**config.mk**
```make
export PLATFORM = sky130hd
export DESIGN_NAME = fbc_csr
export DESIGN_NICKNAME = d
export VERILOG_FILES = /design/src/sv/fbc_pkg.sv /design/src/sv/fbc_csr.sv
export SDC_FILE = /design/constraint.sdc
export NUM_CORES = 2
export LEC_CHECK = 0
export BUFFER_PORTS_ARGS = -buffer_cell sky130_fd_sc_hd__buf_2
export CORE_AREA = 2 2 340 342
export CTS_BUF_LIST = sky130_fd_sc_hd__clkbuf_8
export DETAILED_ROUTE_END_ITERATION = 16
export DIE_AREA = 0 0 342 344
export PLACE_DENSITY = 0.74
export REMOVE_ABC_BUFFERS = 1
export SETUP_SLACK_MARGIN = 0.02
export SKIP_CTS_REPAIR_TIMING = 1
export SLEW_MARGIN = 20
export SYNTH_ARGS = -nofsm -noshare
export SYNTH_HDL_FRONTEND = slang
export SYNTH_SLANG_ARGS = --single-unit
```
**constraint.sdc**
```tcl
create_clock -name clock -period 7.35 [get_ports clock]
set_clock_uncertainty 0.15 [all_clocks]
set_input_delay 1.47 -clock clock [delete_from_list [all_inputs] [get_ports clock]]
set_output_delay 1.47 -clock clock [all_outputs]
set_load 0.05 [all_outputs]
```
**src/sv/fbc_pkg.sv**
```systemverilog
// shared types and constants of the frustum box cull core
package fbc_pkg;

   localparam int COORD_BITS = 32;
   localparam int FIELD_W    = 32;
   localparam int ENTRY_W    = 32;
   localparam int FRAC_BITS  = 16;
   localparam int COMP_W     = ENTRY_W + 1;
   localparam int PROD_W     = COMP_W + COORD_BITS;
   localparam int SUM_W      = PROD_W + 2;

   localparam int MAT_DIM      = 4;
   localparam int NUM_PLANES   = 6;
   localparam int CSR_NUM_REGS = 8;
   localparam int CSR_DATA_W   = 2 * ENTRY_W;
   localparam int CSR_IDX_W    = 4;
   localparam int MAT_IDX_W    = $clog2(CSR_NUM_REGS);

   typedef logic signed [COORD_BITS-1:0] coord_type;
   typedef logic signed [COMP_W-1:0]     comp_type;
   typedef logic signed [PROD_W-1:0]     prod_type;
   typedef logic signed [SUM_W-1:0]      sum_type;
   typedef logic signed [ENTRY_W-1:0]    entry_type;

   typedef logic [CSR_NUM_REGS-1:0][CSR_DATA_W-1:0] mat_type;

   typedef struct packed {
      comp_type nx;
      comp_type ny;
      comp_type nz;
      comp_type d;
   } plane_type;

   typedef plane_type [NUM_PLANES-1:0] plane_arr_type;

   typedef struct packed {
      coord_type min_x;
      coord_type min_y;
      coord_type min_z;
      coord_type max_x;
      coord_type max_y;
      coord_type max_z;
   } box_type;

   // what one cell hands to the next along with its valid bit
   typedef struct packed {
      logic    vis;
      box_type box;
   } stage_type;

   // near, far, top, bottom, left, right
   localparam int unsigned PLANE_COL [NUM_PLANES] = '{2, 2, 1, 1, 0, 0};
   localparam logic        PLANE_NEG [NUM_PLANES] = '{1'b0, 1'b1, 1'b1, 1'b0, 1'b0, 1'b1};

   localparam mat_type MAT_RESET = {
      CSR_DATA_W'(64'h0001_0000_0000_0000),
      CSR_DATA_W'(64'h0),
      CSR_DATA_W'(64'h0000_0000_0001_0000),
      CSR_DATA_W'(64'h0),
      CSR_DATA_W'(64'h0),
      CSR_DATA_W'(64'h0001_0000_0000_0000),
      CSR_DATA_W'(64'h0),
      CSR_DATA_W'(64'h0000_0000_0001_0000)
   };

endpackage

```
**src/sv/fbc_csr.sv**
```systemverilog
// matrix register file and derivation of the six clip planes
module fbc_csr (
   input  logic                                clock,
   input  logic                                reset,
   input  logic                                csr_valid,
   output logic                                csr_ready,
   input  logic [fbc_pkg::CSR_IDX_W-1:0]       csr_index,
   input  logic [fbc_pkg::CSR_DATA_W-1:0]      csr_wdata,
   output fbc_pkg::plane_arr_type              planes
);
   import fbc_pkg::*;

   mat_type   mat_ff;
   mat_type   mat_in;
   entry_type ent [MAT_DIM][MAT_DIM];

   assign csr_ready = 1'b1;

   always_comb begin
      mat_in = mat_ff;
      // writes past the last register are dropped
      if (csr_valid && (csr_index < CSR_IDX_W'(CSR_NUM_REGS))) begin
         mat_in[csr_index[MAT_IDX_W-1:0]] = csr_wdata;
      end
   end

   always_ff @(posedge clock) begin
      if (reset) begin
         mat_ff <= MAT_RESET;
      end else begin
         mat_ff <= mat_in;
      end
   end

   // row r holds columns 0,1 in register 2r and columns 2,3 in register 2r+1
   always_comb begin
      for (int r = 0; r < MAT_DIM; r++) begin
         for (int c = 0; c < MAT_DIM; c++) begin
            ent[r][c] = mat_ff[2 * r + (c >> 1)][(c & 1) * ENTRY_W +: ENTRY_W];
         end
      end
   end

   // component i of a plane is m[i][3] plus or minus m[i][col]
   always_comb begin
      for (int p = 0; p < NUM_PLANES; p++) begin
         if (PLANE_NEG[p]) begin
            planes[p].nx = comp_type'(ent[0][3]) - comp_type'(ent[0][PLANE_COL[p]]);
            planes[p].ny = comp_type'(ent[1][3]) - comp_type'(ent[1][PLANE_COL[p]]);
            planes[p].nz = comp_type'(ent[2][3]) - comp_type'(ent[2][PLANE_COL[p]]);
            planes[p].d  = comp_type'(ent[3][3]) - comp_type'(ent[3][PLANE_COL[p]]);
         end else begin
            planes[p].nx = comp_type'(ent[0][3]) + comp_type'(ent[0][PLANE_COL[p]]);
            planes[p].ny = comp_type'(ent[1][3]) + comp_type'(ent[1][PLANE_COL[p]]);
            planes[p].nz = comp_type'(ent[2][3]) + comp_type'(ent[2][PLANE_COL[p]]);
            planes[p].d  = comp_type'(ent[3][3]) + comp_type'(ent[3][PLANE_COL[p]]);
         end
      end
   end

endmodule

```
==> results.yml <==
die:
  coreArea_um2: 114000
  io_pins: 864
  initial_core_util_pct: 51.1
  row_count: 124
  die_w_um: 342
  die_height_um: 344
  dieArea_um2: 118000
pwr:
  power_density_nw_per_um2: 160
  peakVddDrop_mv: 0.126
  power_mw: 10.3
  leakagePower_nw: 30.0
grt:
  antenna_found_initial: 25
  grtUsageTotal_pct: 38.8
  grt_max_degree: 171
  grt_pass1_wl_um: 350000
  grt_pass1_vias: 56300
  grt_overflow: 0
critical_path:
  worstSetupPathDepth: 13
  crit_family: "compound AO/OA/AOI/OAI gates"
  r2r_slack_ns: 6.13
  critPathLaunchType: "register"
  worstSetupPathType: "register to output port"
  cp_common_cell: "a21oi_1"
  critPathMaxStageDelay_ns: 0.72
  crit_chain: "inv_1 > fa_1 > nand2b_1 > a21boi_0 > o21ai_0 > a21oi_1 > a21oi_1 > o211a_1 > nor4_1 > or3_1 > a31oi_1 > xnor2_1 > buf_2"
  worst_r2r_startpoint: "ent[129]"
  path_buf_inv: 2
  reg2reg_depth: 2
  required_ns: 5.73
  crit_arrival_ns: 5.35
  critPathSlowestCell: "dfxtp_1"
  worst_setup_path_end_kind: "output port"
  crit_fanout: 11
  r2r_end: "ent[129]"
timing:
  slew_viol_final: 0
  fin_crit_sh_pct: 94.9
  finalSetupTns_ns: 0
  period_minus_slack_ns: 6.97
  rsz0062_at_grt: "no"
  timing_worst_slew_pin_value_ns: 0.978
  slew_headroom_pct: 33.1
  fin_hold_ws_ns: 0.321
  setup_viol_count_final: 0
  worst_slack_ns: 0.377
  finalHoldViolations: 0
  max_freq_mhz: 143
finish:
  syn2layout_area_growth_pct: 10.2
  ff_latch_area_um2: 10200
  final_cells: 10400
  largest_register_ffs: 512
  multi_input_area_um2: 42600
  final_common_cell: "nand2_1"
  layout_common_cells: "1,276 x nand2_1, 1,195 x a21oi_1, 861 x buf_2"
  nNetsFinal: 9671
  final_util_pct: 56.3
  fin_area_um2: 64100
  fillers: 11500
  layout-drive-gt1-share_pct: 12.7
synthesis:
  ys.flop_type: "dfxtp_1"
  synth_seq_area_share_pct: 17.6
  synth-edff-count: 0
  yosys_register_bits: 512
  synth_area_um2: 58200
  netlist_instances: 8357
  syn_area_per_cell_um2: 6.96
  yosys_warnings: 0
  synthDistinctLibCells: 110
  async_flop_share_pct: 0
detailed_routing:
  dr.pass1.iters: 7
  post_drt_wl_per_cell_um: 23.3
  wl_um: 242000
  drt_iter0_markers: 6128
  drc: 0
  num_vias: 62400
  viasPerCell: 6.00
  ant_nets: 0
cts:
  cts.path.max_buffers: 3
  root_buffer: "clkbuf_8"
  htreeDepth: 3
  insertion_delay_ns: 0.72
  cts_tree: "yes"
  numClockSinks: 512
  clk_pin_slew_ns: 0.07
  cts-buffers-inserted: 88
place:
  port_buffers: 862
  place_ws_ns: 1.38
  dp_hpwl_um: 189000
  gp_congestion: 1.01
  placedCellCount: 10200
  placed_cell_area_um2: 62200
run:
  cap_violations: 0
worst_hold_path:
  hold_path_class: "register to register"
  hold_end: "ent[430]"
  hold_depth: 2
  hold_start: "ent[430]"
outcome:
  status: "finished, final reports clean"
worst max-delay path by stage:
stage / start / to
3_5_place_dp: ent[129] / planes[327]
3_3_place_gp: ent[129] / planes[327]
4_1_cts: ent[129] / planes[327]
2_1_floorplan: ent[129] / planes[62]
6_report: ent[129] / planes[327]
5_1_grt: ent[129] / planes[325]
synthesized netlist by cell type, types with 15 or more instances:
cell	count	share of area [%]
a31oi_1	65	0.70
nand2b_1	99	1.1
a211oi_1	40	0.52
nand4_1	55	0.59
and2_1	25	0.27
o21ai_1	32	0.28
o21a_1	60	0.77
nand2_1	1278	8.2
buf_2	24	0.21
a2111oi_0	15	0.23
a21boi_0	22	0.28
and3_1	29	0.31
a221oi_1	17	0.26
nor3_1	152	1.3
o211ai_1	46	0.59
a21o_1	127	1.6
ha_1	768	17
o21ai_0	269	2.3
a21oi_1	1195	10
o41ai_1	22	0.33
nand3b_1	15	0.19
nor4_1	52	0.56
xnor2_1	538	8.1
dfxtp_1	512	18
buf_1	25	0.16
nand3_1	90	0.77
buf_4	78	1.0
xor2_1	120	1.8
a211o_1	18	0.27
or2_2	19	0.20
inv_1	763	4.9
o31ai_1	66	0.85
nor3b_1	20	0.26
a311oi_1	20	0.30
nor2_1	669	4.3
o31a_1	21	0.32
or4_1	17	0.22
nor2b_1	78	0.84
o21bai_1	171	2.2
clkbuf_1	377	2.4
fa_1	24	0.83
or3_1	45	0.48
mux2i_1	15	0.26
layer usage:
| metal | global-route usage, % | routed length [µm] | vias up | share of wire (%) |
|---|---|---|---|---|
| li1 | - | - | 29200 | - |
| met1 | 53.3 | 101000 | 29600 | 42 |
| met2 | 57.9 | 101000 | 3118 | 42 |
| met3 | 5.58 | 23400 | 486 | 9.7 |
| met4 | 21.9 | 15700 | 6 | 6.5 |
| met5 | 0 | 35 | - | 0.014 |
worst register-to-register path, stage by stage, from the launching register on:
cell	delay, ns
dfxtp_1	0.72
nand2_1	0.11
a21oi_1	0.17
cell families (layout without fill, tap and decap cells):
kind of cell / Yosys count / count (layout) / share of synthesized area (%)
compound gates: 2402 / 2402 / 25.5
mux: 17 / 17 / 0.297
fa+ha+maj: 792 / 792 / 17.3
buf+inv: 1297 / 1814 / 9.17
xor+xnor: 658 / 658 / 9.91
flops: 512 / 512 / 17.6
other cells: 1 / 13 / 0.00645
simple gates: 2678 / 2678 / 20.2
layout make-up:
class                           instances  share of cell area, %
Antenna cell                           12                 0.0468
Inverter                              775                   4.54
Tap cell                             1512                   2.95
Clock buffer                          106                   2.28
Clock inverter                         50                  0.685
Timing Repair Buffer                  883                   7.03
Multi-Input combinational cell       6548                   66.5
Sequential cell                       512                   16.0
power breakdown:
| part | leakage [nW] | switching (mW) | internal (mW) |
|---|---|---|---|
| Sequential | 4.13 | 0.0545 | 2.81 |
| Clock | 1.03 | 1.34 | 1.56 |
| Combinational | 24.8 | 3.45 | 1.05 |
| Total | 30.0 | 4.84 | 5.42 |
Note: power is estimated with default switching activity, not from simulation.
